===== src/rtl/sbbd_pkg.sv =====
// Shared constants, types and helper functions for the spectrum band beat detector.
`default_nettype none
package sbbd_pkg;

  localparam int RING_DEPTH        = 16;
  localparam int BPM_WEIGHT        = 4;
  localparam int FRAMES_PER_WINDOW = 20;
  localparam int BAND_COUNT        = 7;
  localparam int BPM_SCALE         = 30;

  localparam int RING_PTR_W  = (RING_DEPTH > 1) ? $clog2(RING_DEPTH) : 1;
  localparam int RING_SUM_W  = 16 + $clog2(RING_DEPTH);
  localparam int RANGE_W     = 22;
  localparam int RECIP_SHIFT = 28;
  localparam int RECIP_W     = 27;

  // Exact reciprocals for the three range divisors over a 22-bit dividend.
  localparam logic [RECIP_W-1:0] RECIP_LOW  = RECIP_W'(((64'd1 << RECIP_SHIFT) + 64'd2) / 64'd3);
  localparam logic [RECIP_W-1:0] RECIP_MID  = RECIP_W'(((64'd1 << RECIP_SHIFT) + 64'd16) / 64'd17);
  localparam logic [RECIP_W-1:0] RECIP_HIGH = RECIP_W'(((64'd1 << RECIP_SHIFT) + 64'd42) / 64'd43);

  localparam logic [15:0] CAL_DEFAULT [16] = '{
    16'd6209, 16'd3991, 16'd37, 16'd34, 16'd56, 16'd146, 16'd146,
    16'd6099, 16'd3886, 16'd116, 16'd141, 16'd213, 16'd649, 16'd649,
    16'd46, 16'd165
  };

  localparam logic [3:0] CAL_AMP_LEFT  = 4'd14;
  localparam logic [3:0] CAL_AMP_RIGHT = 4'd15;

  typedef struct packed {
    logic [2:0]      flags;
    logic [3:0][7:0] bpm;
  } stat_t;

  function automatic logic [15:0] sub_floor(input logic [15:0] v, input logic [15:0] f);
    sub_floor = (v > f) ? v - f : 16'd0;
  endfunction

  function automatic logic [7:0] bpm_update(input logic [7:0] bpm, input logic [4:0] cnt);
    logic [15:0] v;
    v = (16'(bpm) * 16'(BPM_WEIGHT - 1) + 16'(cnt) * 16'(BPM_SCALE)) / 16'(BPM_WEIGHT);
    bpm_update = (v > 16'd255) ? 8'd255 : v[7:0];
  endfunction

endpackage
`default_nettype wire


===== src/rtl/sbbd_lane.sv =====
// One range lane: mean division, history ring update and beat test.
`default_nettype none
module sbbd_lane import sbbd_pkg::*; (
  input  wire logic               clk,
  input  wire logic               rst,
  input  wire logic               go,
  input  wire logic [RANGE_W-1:0] x,
  input  wire logic [RECIP_W-1:0] recip,
  output logic                    beat_valid,
  output logic                    beat
);

  logic [RANGE_W+RECIP_W-1:0] prod;
  logic                       v1;
  logic                       v2;
  logic [15:0]                entry;
  logic [RING_SUM_W-1:0]      sum;
  logic [RING_SUM_W-1:0]      sum_next;
  logic [15:0]                ring [RING_DEPTH];
  logic [RING_PTR_W-1:0]      ptr;
  logic [RING_PTR_W-1:0]      ptr_next;
  logic [15:0]                quot;
  logic [RING_SUM_W-1:0]      avg;
  logic [RING_SUM_W:0]        thr;

  assign quot     = prod[RECIP_SHIFT +: 16];
  assign sum_next = sum - RING_SUM_W'(ring[ptr]) + RING_SUM_W'(quot);
  assign ptr_next = (ptr == RING_PTR_W'(RING_DEPTH - 1)) ? '0 : ptr + 1'b1;
  assign avg      = RING_SUM_W'(sum / RING_DEPTH);
  assign thr      = (RING_SUM_W+1)'(avg) + (RING_SUM_W+1)'(avg >> 1);

  always_ff @(posedge clk) begin
    prod <= x * recip;
    if (v2) begin
      beat <= (RING_SUM_W+1)'(entry) > thr;
    end
  end

  always_ff @(posedge clk) begin
    if (rst) begin
      v1         <= 1'b0;
      v2         <= 1'b0;
      beat_valid <= 1'b0;
      ptr        <= '0;
      sum        <= '0;
      for (int i = 0; i < RING_DEPTH; i++) ring[i] <= 16'd0;
    end else begin
      v1         <= go;
      v2         <= v1;
      beat_valid <= v2;
      if (v1) begin
        ring[ptr] <= quot;
        sum       <= sum_next;
        ptr       <= ptr_next;
        entry     <= quot;
      end
    end
  end

endmodule
`default_nettype wire


===== src/rtl/sbbd_merge.sv =====
// Merges lane beats into frame flags, beat counts and weighted BPM values.
`default_nettype none
module sbbd_merge import sbbd_pkg::*; (
  input  wire logic       clk,
  input  wire logic       rst,
  input  wire logic       beat_valid,
  input  wire logic [2:0] beats,
  output logic            done,
  output stat_t           stat
);

  logic [3:0][4:0] cnt;
  logic [3:0][4:0] cnt_next;
  logic [4:0]      frames;
  logic [4:0]      frames_next;
  logic [3:0]      hit;

  assign hit         = {|beats, beats};
  assign frames_next = frames + 5'd1;

  always_comb begin
    for (int k = 0; k < 4; k++) cnt_next[k] = cnt[k] + 5'(hit[k]);
  end

  always_ff @(posedge clk) begin
    if (rst) begin
      done   <= 1'b0;
      cnt    <= '0;
      frames <= '0;
      stat   <= '0;
    end else begin
      done <= beat_valid;
      if (beat_valid) begin
        stat.flags <= beats;
        if (frames_next >= 5'(FRAMES_PER_WINDOW)) begin
          for (int k = 0; k < 4; k++) stat.bpm[k] <= bpm_update(stat.bpm[k], cnt_next[k]);
          cnt    <= '0;
          frames <= '0;
        end else begin
          cnt    <= cnt_next;
          frames <= frames_next;
        end
      end
    end
  end

endmodule
`default_nettype wire


===== src/rtl/spectrum_band_beat_detector_unit.sv =====
// Top level of the spectrum band beat detector: band folding, calibration and result burst.
//
//  Channel | Direction | Handshake          | Payload
//  input   | in        | in_valid/in_stall  | func, bins, ADC extremes, calibration word
//  output  | out       | out_valid/out_stall| band_index, bands, amplitudes, beats, BPM, last
//
// One input transaction is taken every cycle while in_stall is low; bins fold
// into the octave band accumulators and range sums in the cycle they arrive. On
// bin 63 a frame snapshot is taken and three lanes run the range division, ring
// update and beat test; the merge stage and the output register follow, and the
// results leave as a burst of seven transactions. While that burst is still pending,
// any transaction offered at bin 63 of the next frame is held off by in_stall.
// Reset is synchronous and restores the default calibration floors, empties
// the rings and counters.
`default_nettype none
module spectrum_band_beat_detector_unit import sbbd_pkg::*; (
  input  wire logic        clk,
  input  wire logic        rst,
  input  wire logic        in_valid,
  output logic             in_stall,
  input  wire logic        func,
  input  wire logic [15:0] bin_left,
  input  wire logic [15:0] bin_right,
  input  wire logic [9:0]  adc_min_left,
  input  wire logic [9:0]  adc_max_left,
  input  wire logic [9:0]  adc_min_right,
  input  wire logic [9:0]  adc_max_right,
  input  wire logic [3:0]  calib_index,
  input  wire logic [15:0] calib_value,
  output logic             out_valid,
  input  wire logic        out_stall,
  output logic [2:0]       band_index,
  output logic [15:0]      band_left,
  output logic [15:0]      band_right,
  output logic [9:0]       amplitude_left,
  output logic [9:0]       amplitude_right,
  output logic [2:0]       beat_flags,
  output logic [7:0]       bpm_low,
  output logic [7:0]       bpm_mid,
  output logic [7:0]       bpm_high,
  output logic [7:0]       bpm_any,
  output logic             last
);

  localparam logic [5:0] LAST_BIN  = 6'd63;
  localparam logic [2:0] LAST_BAND = 3'(BAND_COUNT - 1);

  logic [5:0]         bin_counter;
  logic [20:0]        accum_left;
  logic [20:0]        accum_right;
  logic [15:0]        hold_left  [BAND_COUNT];
  logic [15:0]        hold_right [BAND_COUNT];
  logic [RANGE_W-1:0] range_accum [3];
  logic [15:0]        cal [16];
  logic [15:0]        snap_left  [BAND_COUNT];
  logic [15:0]        snap_right [BAND_COUNT];
  logic [9:0]         amp_left;
  logic [9:0]         amp_right;
  logic               inflight;
  logic [2:0]         out_idx;

  logic               accept;
  logic               bin_take;
  logic               frame_end;
  logic               band_end;
  logic [2:0]         band;
  logic [20:0]        sum_left;
  logic [20:0]        sum_right;
  logic [15:0]        new_left;
  logic [15:0]        new_right;
  logic [15:0]        half;
  logic [9:0]         raw_left;
  logic [9:0]         raw_right;
  logic [2:0]         lane_valid;
  logic [2:0]         beats;
  logic               merge_done;
  stat_t              stat;

  // Input side: any transaction at bin 63 waits while the previous frame is still out.
  assign in_stall  = (bin_counter == LAST_BIN) && (inflight || out_valid);
  assign accept    = in_valid && !in_stall;
  assign bin_take  = accept && !func;
  assign frame_end = bin_take && (bin_counter == LAST_BIN);

  assign sum_left  = accum_left + 21'(bin_left);
  assign sum_right = accum_right + 21'(bin_right);
  assign band_end  = (bin_counter & (bin_counter + 6'd1)) == 6'd0;
  assign half      = 16'((17'(bin_left) + 17'(bin_right)) >> 1);

  // Octave band that closes at this bin, with its mean shift.
  always_comb begin
    case (bin_counter)
      6'd0: begin
        band = 3'd0; new_left = sum_left[15:0]; new_right = sum_right[15:0];
      end
      6'd1: begin
        band = 3'd1; new_left = sum_left[15:0]; new_right = sum_right[15:0];
      end
      6'd3: begin
        band = 3'd2; new_left = sum_left[16:1]; new_right = sum_right[16:1];
      end
      6'd7: begin
        band = 3'd3; new_left = sum_left[17:2]; new_right = sum_right[17:2];
      end
      6'd15: begin
        band = 3'd4; new_left = sum_left[18:3]; new_right = sum_right[18:3];
      end
      6'd31: begin
        band = 3'd5; new_left = sum_left[19:4]; new_right = sum_right[19:4];
      end
      default: begin
        band = LAST_BAND; new_left = sum_left[20:5]; new_right = sum_right[20:5];
      end
    endcase
  end

  // Peak-to-peak amplitude, zero when the extremes arrive inverted.
  assign raw_left  = (adc_max_left >= adc_min_left) ? adc_max_left - adc_min_left : 10'd0;
  assign raw_right = (adc_max_right >= adc_min_right) ? adc_max_right - adc_min_right : 10'd0;

  always_ff @(posedge clk) begin
    if (rst) begin
      bin_counter <= '0;
      accum_left  <= '0;
      accum_right <= '0;
      for (int k = 0; k < 3; k++) range_accum[k] <= '0;
      for (int i = 0; i < 16; i++) cal[i] <= CAL_DEFAULT[i];
    end else begin
      if (accept && func) begin
        cal[calib_index] <= calib_value;
      end
      if (bin_take) begin
        bin_counter <= bin_counter + 6'd1;
        if (band_end) begin
          accum_left  <= '0;
          accum_right <= '0;
        end else begin
          accum_left  <= sum_left;
          accum_right <= sum_right;
        end
        if (frame_end) begin
          for (int k = 0; k < 3; k++) range_accum[k] <= '0;
        end else if (bin_counter <= 6'd2) begin
          range_accum[0] <= range_accum[0] + RANGE_W'(half);
        end else if (bin_counter <= 6'd19) begin
          range_accum[1] <= range_accum[1] + RANGE_W'(half);
        end else begin
          range_accum[2] <= range_accum[2] + RANGE_W'(half);
        end
      end
    end
  end

  // Band holds and the frame snapshot with floors applied.
  always_ff @(posedge clk) begin
    if (bin_take && band_end) begin
      hold_left[band]  <= new_left;
      hold_right[band] <= new_right;
    end
    if (frame_end) begin
      for (int k = 0; k < BAND_COUNT - 1; k++) begin
        snap_left[k]  <= sub_floor(hold_left[k], cal[k]);
        snap_right[k] <= sub_floor(hold_right[k], cal[k + BAND_COUNT]);
      end
      snap_left[BAND_COUNT-1]  <= sub_floor(new_left, cal[BAND_COUNT - 1]);
      snap_right[BAND_COUNT-1] <= sub_floor(new_right, cal[2 * BAND_COUNT - 1]);
      amp_left  <= 10'(sub_floor(16'(raw_left), cal[CAL_AMP_LEFT]));
      amp_right <= 10'(sub_floor(16'(raw_right), cal[CAL_AMP_RIGHT]));
    end
  end

  sbbd_lane u_lane_low (
    .clk        (clk),
    .rst        (rst),
    .go         (frame_end),
    .x          (range_accum[0]),
    .recip      (RECIP_LOW),
    .beat_valid (lane_valid[0]),
    .beat       (beats[0])
  );

  sbbd_lane u_lane_mid (
    .clk        (clk),
    .rst        (rst),
    .go         (frame_end),
    .x          (range_accum[1]),
    .recip      (RECIP_MID),
    .beat_valid (lane_valid[1]),
    .beat       (beats[1])
  );

  sbbd_lane u_lane_high (
    .clk        (clk),
    .rst        (rst),
    .go         (frame_end),
    .x          (range_accum[2]),
    .recip      (RECIP_HIGH),
    .beat_valid (lane_valid[2]),
    .beat       (beats[2])
  );

  // All lanes run in lockstep, so their valid bits agree.
  sbbd_merge u_merge (
    .clk        (clk),
    .rst        (rst),
    .beat_valid (&lane_valid),
    .beats      (beats),
    .done       (merge_done),
    .stat       (stat)
  );

  // Result burst: seven transactions walk the snapshot by band index.
  always_ff @(posedge clk) begin
    if (rst) begin
      inflight  <= 1'b0;
      out_valid <= 1'b0;
      out_idx   <= '0;
    end else begin
      if (frame_end) begin
        inflight <= 1'b1;
      end else if (merge_done) begin
        inflight <= 1'b0;
      end
      if (merge_done) begin
        out_valid <= 1'b1;
        out_idx   <= '0;
      end else if (out_valid && !out_stall) begin
        if (out_idx == LAST_BAND) begin
          out_valid <= 1'b0;
          out_idx   <= '0;
        end else begin
          out_idx <= out_idx + 3'd1;
        end
      end
    end
  end

  assign band_index      = out_idx;
  assign band_left       = snap_left[out_idx];
  assign band_right      = snap_right[out_idx];
  assign amplitude_left  = amp_left;
  assign amplitude_right = amp_right;
  assign beat_flags      = stat.flags;
  assign bpm_low         = stat.bpm[0];
  assign bpm_mid         = stat.bpm[1];
  assign bpm_high        = stat.bpm[2];
  assign bpm_any         = stat.bpm[3];
  assign last            = (out_idx == LAST_BAND);

endmodule
`default_nettype wire

===== config.mk =====
export PLATFORM = sky130hd
export DESIGN_NAME = spectrum_band_beat_detector_unit
export DESIGN_NICKNAME = d
export VERILOG_FILES = /design/src/rtl/sbbd_pkg.sv /design/src/rtl/sbbd_lane.sv /design/src/rtl/sbbd_merge.sv /design/src/rtl/spectrum_band_beat_detector_unit.sv
export SDC_FILE = /design/constraint.sdc
export NUM_CORES = 2
export LEC_CHECK = 0
export BUFFER_PORTS_ARGS = -buffer_cell sky130_fd_sc_hd__buf_2
export CORE_ASPECT_RATIO = 1.75
export CORE_MARGIN = 2
export CORE_UTILIZATION = 65
export DETAILED_ROUTE_END_ITERATION = 7
export MAX_ROUTING_LAYER = met4
export PLACE_DENSITY_LB_ADDON = 0.15
export RECOVER_POWER = 25
export SETUP_SLACK_MARGIN = 0.15
export SYNTH_ARGS = -nofsm -noshare
export SYNTH_HDL_FRONTEND = slang
export SYNTH_SLANG_ARGS = --single-unit

===== constraint.sdc =====
create_clock -name clk -period 9.1 [get_ports clk]
set_input_delay 1.82 -clock clk [delete_from_list [all_inputs] [get_ports clk]]
set_output_delay 1.82 -clock clk [all_outputs]
set_load 0.005 [all_outputs]

## After elaboration in Yosys (flattened, before gate mapping)

Memories as Yosys holds them, arrays and structs flattened. A register that Yosys moved wholly into a read port is not among the register bits.
Cells that the tools add are included.

- Register bits after elaboration: 390
- Bits in writable memories: 1538
- Input bits: 97
- Word-level logic and storage cells: 272
- Memories kept: 9

Memory list:

| name | words | width | read ports | clocked after Yosys merged registers in | write ports | RTL line | source |
|---|---|---|---|---|---|---|---|
| cal | 16 | 16 | 16 | 0 | 16 | spectrum_band_beat_detector_unit.sv:54 | `logic [15:0] cal [16];` |
| u_lane_high.ring | 16 | 16 | 1 | 1 | 16 | sbbd_lane.sv:19 | `logic [15:0] ring [RING_DEPTH];` |
| u_lane_low.ring | 16 | 16 | 1 | 1 | 16 | sbbd_lane.sv:19 |  |
| u_lane_mid.ring | 16 | 16 | 1 | 1 | 16 | sbbd_lane.sv:19 |  |
| hold_left | 7 | 16 | 6 | 0 | 1 | spectrum_band_beat_detector_unit.sv:51 | `logic [15:0] hold_left [BAND_COUNT];` |
| hold_right | 7 | 16 | 6 | 0 | 1 | spectrum_band_beat_detector_unit.sv:52 | `logic [15:0] hold_right [BAND_COUNT];` |
| +3 memories | - | - | - | - | - | - |  |

- $add $sub $neg: 47
- Multiply operators: 11
- $lt $le $gt $ge: 28
- Eq/ne operators: 10
- Multiplexer cells: 96
- Bitwise logic cells: 8
- Reduce and logical (&&, ||, !) cells: 26

Operator list:

| cell | number |
|---|---|
| $mux 16 | 18 |
| $gt 16x16->1 | 14 |
| $sub 16x16->16 | 14 |
| $pmux 16 s5 | 2 |
| $mux 22 | 6 |
| $add 22x16->22 | 3 |
| $reduce_or 16->1 | 4 |
| $gt 16x21->1 | 3 |
| $add 20x16->20 | 3 |
| $sub 20x16->20 | 3 |
| $gt 14x8->1 const B | 4 |
| $mux 4 | 13 |
| $add 16x15->17 | 3 |
| $add 10x10->11 | 4 |
| $mul 22x24->44 const B | 1 |
| $mul 22x22->43 const B | 1 |
| $mul 22x26->43 const B | 1 |
| $add 21x16->21 | 2 |
| $mux 21 | 2 |
| $mux 1 | 41 |
| $mul 8x2->10 const B | 4 |
| $sub 10x10->10 | 4 |
| $mul 5x4->9 const B | 4 |
| $gt 10x16->1 | 2 |
| other kinds (35) | 70 |

## Depth between registers and ports, before layout

- Word-level depth: 12
- Gate-level depth with buffers: 26
- Gate-level depth less buffers: 25

## Hierarchy

Synthesis repeated with hierarchy kept, for this count alone.

- Cells, all modules: 14585
- Area total of the unflattened synthesis: 153862.6 um2

Modules (own cells, without submodules):

| module | times used | cells each | area each (um2) | seq. area each (um2) |
|---|---|---|---|---|
| spectrum_band_beat_detector_unit | 1 | 4535 | 48500.3 | 23882.9 |
| sbbd_lane (u_lane_high) | 1 | 3141 | 33126.8 | 9138.8 |
| sbbd_lane (u_lane_low) | 1 | 3129 | 32985.4 | 9138.8 |
| sbbd_lane (u_lane_mid) | 1 | 3063 | 32768.9 | 9138.8 |
| sbbd_merge | 1 | 717 | 6481.2 | 1221.2 |

## Worst setup path after synthesis

Ideal clock, no wire load.

- Path kind: input port to flip-flop
- Start: in in_valid
- End: reg amp_left[0] (netlist: amplitude_left[0]), enable pin
- Data arrival time: 7.296 ns
- Required time: 8.505 ns
- Slack: 1.210 ns
- Stages on the path: 5
- Cell sequence: nand2_1 > nor2_1 > clkbuf_1 > nand2_1 > inv_1

- Word-level cells in the longest chain between the ends: 3

RTL lines:

| what | RTL line | source |
|---|---|---|
| from (decl) | spectrum_band_beat_detector_unit.sv:19 | `input wire logic in_valid,` |
| $logic_and 1x1->1 | spectrum_band_beat_detector_unit.sv:81 | `assign accept = in_valid && !in_stall;` |
| $logic_and 1x1->1 | spectrum_band_beat_detector_unit.sv:82 | `assign bin_take = accept && !func;` |
| $logic_and 1x1->1 | spectrum_band_beat_detector_unit.sv:83 | `assign frame_end = bin_take && (bin_counter == LAST_BIN);` |
| net frame_end | spectrum_band_beat_detector_unit.sv:64 | `logic frame_end;` |
| to (signal assigned) | spectrum_band_beat_detector_unit.sv:167 | `amp_left <= 10'(sub_floor(16'(raw_left), cal[CAL_AMP_LEFT]));` |
| to (decl) | spectrum_band_beat_detector_unit.sv:57 | `logic [9:0] amp_left;` |

The timed path passes the listed nets, and every way through them passes these cells.
A chain may end at the register's enable or synchronous reset.

==> flow_summary.toml <==
[yosys]
synth_nets = 12500
synthTopCellsByArea = "edfxtp_1, ha_1, fa_1"
syn_inst = 10600
ys_types = 101
synth_edf_count = 1577
synthFlopType = "edfxtp_1"
synthArstFlopShare_pct = 0
synth.avg_cell_area_sq_um = 11.4
syn_area_sq_um = 122000
ys_ff_latch = 1829
synth_warnings = 0
ys_seq_area_share_pct = 43.1
synth_top_area_share_pct = 38.9
yosys.area.top_type = "edfxtp_1"

[clocking]
cts.clk_slew.worst_paths_ns = 0.06
cts_resized = 0
cts_buffers = 178
clk_latency_ns = 0.86
htree_levels = 4
cts.sinks = 1829
clk_path_buf_depth = 4
hold_buffers = 0
post_cts_buffers = 0
cts_tree = "built"
root_buffer = "clkbuf_16"

[timing]
final.min_clock_period_ns = 7.40
fin_tns_setup_ns = 0
post-route-worst-setup-slack_ns = 1.70
fin_skew_ns = 0.0653
max_freq_ghz = 0.135
finalSetupViolCount = 0
period_share_pct = 81.3
rsz0062_at_grt = "no"
worstMarginPinSlew_ns = 5.47
maxSlewViolCount = 627
hold_viol = 0
max_slew_margin_pct = -264

[drt]
ant_nets = 0
routed_wl_microns = 330000
avgRoutedWirePerCell_microns = 24.7
vias = 83500
drcViolationCount = 0
dr.pass1.iters = 8
vias_per_cell = 6.26
initialDrtViolationCount = 6210

[power]
finalPower_mw = 39.0
leakage_nw = 55.0
p_per_area_nw_per_um2 = 298
vdd_drop_max_uv = 662

[setup_path]
r2r-end = "u_lane_high.prod[43]$_DFF_P_"
crit_start = "range_accum[0][60]$_SDFFCE_PN0P_"
reg2reg_from = "range_accum[0][60]$_SDFFCE_PN0P_"
end_kind = "register"
worstSetupStartpointType = "register"
worstPathMaxFanout = 11
arrival_ns = 8.18
cp.required_ns = 9.87
r2r_cells = 23
regToRegSetupSlack_ns = 1.70
worstSetupPathType = "register to register"

[final_layout]
area_growth_pct = 7.66
layout-drive-gt1-share_pct = 9.13
final_nets = 12600

[global_route]
grt_max_degree = 134
antenna_found_initial = 33
grt_use_total_pct = 36.0
grt_pass1_wl_microns = 503000
grt-ovfl-total = 0
grt_pass1_vias = 87500

[hold_path]
hold_path.class = "register to register"
hold_end = "u_lane_mid.entry[0]$_DFFE_PP_"
hold_depth = 0
min-delay-start = "u_lane_mid.prod[28]$_DFF_P_"

[run_status]
violations = "max-capacitance violations, max-slew violations"
status = "finished with violations"

[floorplan]
die_w_microns = 331
die-area_sq_um = 191000
coreArea_sq_um = 187000
boundaryPins = 190
rows = 210
initial_core_util_pct = 65.2
die_h_microns = 576

[place]
place_hpwl_microns = 245000
gp_congestion = 0.987
place_ws_ns = 1.72
io_buffers = 189

[flow_run]
maxCapViolCount = 18
==> worst max-delay path, stage by stage (launching register included) <==
cell	delay, ns
edfxtp_1	0.66
inv_1	0.23
fa_1	0.64
inv_1	0.08
fa_1	0.49
inv_1	0.06
fa_1	0.52
inv_1	0.05
fa_1	0.48
fa_1	0.57
fa_1	0.43
fa_1	0.44
ha_1	0.34
and4_1	0.21
nand2_1	0.07
or3_1	0.34
a31oi_1	0.20
o211ai_1	0.23
o41ai_4	0.42
a221oi_2	0.14
o21ai_1	0.26
nor4_1	0.09
nor3_1	0.26
xnor2_1	0.15
==> logic make-up after synthesis <==
| group | Yosys count | synth area share (%) |
|---|---|---|
| fa+ha+maj | 1763 | 21.8 |
| simple gates | 2704 | 11.4 |
| flops | 1829 | 43.1 |
| buf+inv | 2010 | 6.26 |
| compound gates | 1480 | 8.03 |
| mux | 383 | 5.98 |
| xor+xnor | 473 | 3.41 |
==> report_power, final <==
part / total (mW) / internal, mW / switching, mW / leakage, nW
Sequential: 10.2 / 9.70 / 0.482 / 17.4
Clock: 7.49 / 4.20 / 3.29 / 2.80
Combinational: 21.3 / 8.81 / 12.5 / 34.7
==> how the worst max path moves through the flow <==
| stage | endpoint | slack (ns) | cells past startpoint |
|---|---|---|---|
| after detailed placement | snap_left[6][15]$_SDFFCE_PP0P_ | 1.72 | 23 |
| after floorplan | amplitude_left[0]$_SDFFCE_PP0P_ | 1.21 | 5 |
| after global placement | snap_right[6][3]$_SDFFCE_PP0P_ | 1.80 | 26 |
| after CTS | u_lane_high.prod[43]$_DFF_P_ | 1.73 | 23 |
| final | u_lane_high.prod[43]$_DFF_P_ | 1.70 | 23 |
| after global routing | u_lane_high.sum[19]$_SDFFE_PP0P_ | 1.14 | 17 |
==> registers in the layout, indices dropped and copies added, names as in the netlist, 10 cells and up, named ones only <==
register and flops:
u_lane_high.ring 256, u_lane_low.prod 16, hold_right 96, snap_left 112, hold_left 96, amplitude_left 10, accum_left 21, u_lane_mid.ring 256
accum_right 21, u_lane_high.entry 16, cal 256, u_lane_high.sum 20, u_lane_mid.entry 16, u_lane_mid.prod 16, u_lane_low.entry 16, u_merge.cnt 20
snap_right 112, amplitude_right 10, u_lane_low.ring 256, u_lane_high.prod 16, range_accum 66, u_lane_low.sum 20, u_lane_mid.sum 20, u_merge.stat 35
==> cell usage after synthesis, types with 18 or more instances <==
| cell type | count |
|---|---|
| a211oi_1 | 31 |
| a21boi_0 | 20 |
| a21o_1 | 224 |
| a21oi_1 | 455 |
| a221oi_1 | 25 |
| a22oi_1 | 34 |
| a31oi_1 | 33 |
| and2_1 | 229 |
| and3_1 | 260 |
| buf_1 | 55 |
| clkbuf_1 | 402 |
| clkinv_1 | 33 |
| dfxtp_1 | 252 |
| edfxtp_1 | 1577 |
| fa_1 | 598 |
| ha_1 | 1165 |
| inv_1 | 1505 |
| mux2_2 | 34 |
| mux2i_1 | 77 |
| mux4_2 | 272 |
| nand2_1 | 295 |
| nand2b_1 | 102 |
| nand3_1 | 100 |
| nand3b_1 | 18 |
| nand4_1 | 103 |
| nor2_1 | 656 |
| nor2b_1 | 96 |
| nor3_1 | 523 |
| nor3b_1 | 21 |
| nor4_1 | 148 |
| o21a_1 | 36 |
| o21ai_0 | 266 |
| o21ai_1 | 36 |
| o21bai_1 | 79 |
| o221a_2 | 33 |
| o31ai_1 | 21 |
| or2_2 | 20 |
| or3_1 | 85 |
| xnor2_1 | 298 |
| xor2_1 | 174 |
==> layout by cell type (no fill, tap or decap), types with 49 or more instances in the layout <==
cell and n:
a21o_1 224, a21oi_1 456, and2_0 68, and2_1 161, and3_1 260, buf_2 134, buf_4 139, clkbuf_1 127
clkbuf_16 180, clkinv_1 53, dfxtp_1 239, diode_2 49, edfxtp_1 1577, fa_1 598, ha_1 1162, inv_1 1504
mux2i_1 76, mux4_2 272, nand2_1 287, nand2b_1 99, nand3_1 100, nand4_1 103, nor2_1 648, nor2b_1 96
nor3_1 520, nor4_1 148, o21ai_0 247, o21ai_1 52, o21bai_1 79, or3_1 84, xnor2_1 298, xor2_1 174
==> metrics by stage <==
stage	util, %	std cells	hold WS, ns	instance area (sq um)
floorplan	-	10600	0.416	122000
global placement	67.2	13000	0.441	125000
detailed placement	67.2	13000	0.427	125000
CTS	70.3	13300	0.456	131000
global route	70.2	13300	0.464	131000
finish	70.2	13300	0.453	131000
==> metal layers <==
layer	part of all wire [%]	global-route usage [%]
met1	33	37.1
met2	53	63.4
met3	6.0	5.04
met4	7.6	23.9
met5	0	-
==> layout make-up <==
class,instances,area [sq um]
Clock buffer,230,4800
Antenna cell,49,123
Fill cell,13500,55500
Timing Repair Buffer,364,2080
Multi-Input combinational cell,6803,61800
Tap cell,2438,3050
Clock inverter,88,933
Inverter,1539,5780
Sequential cell,1829,52400
(Power assumes the default switching activity.)
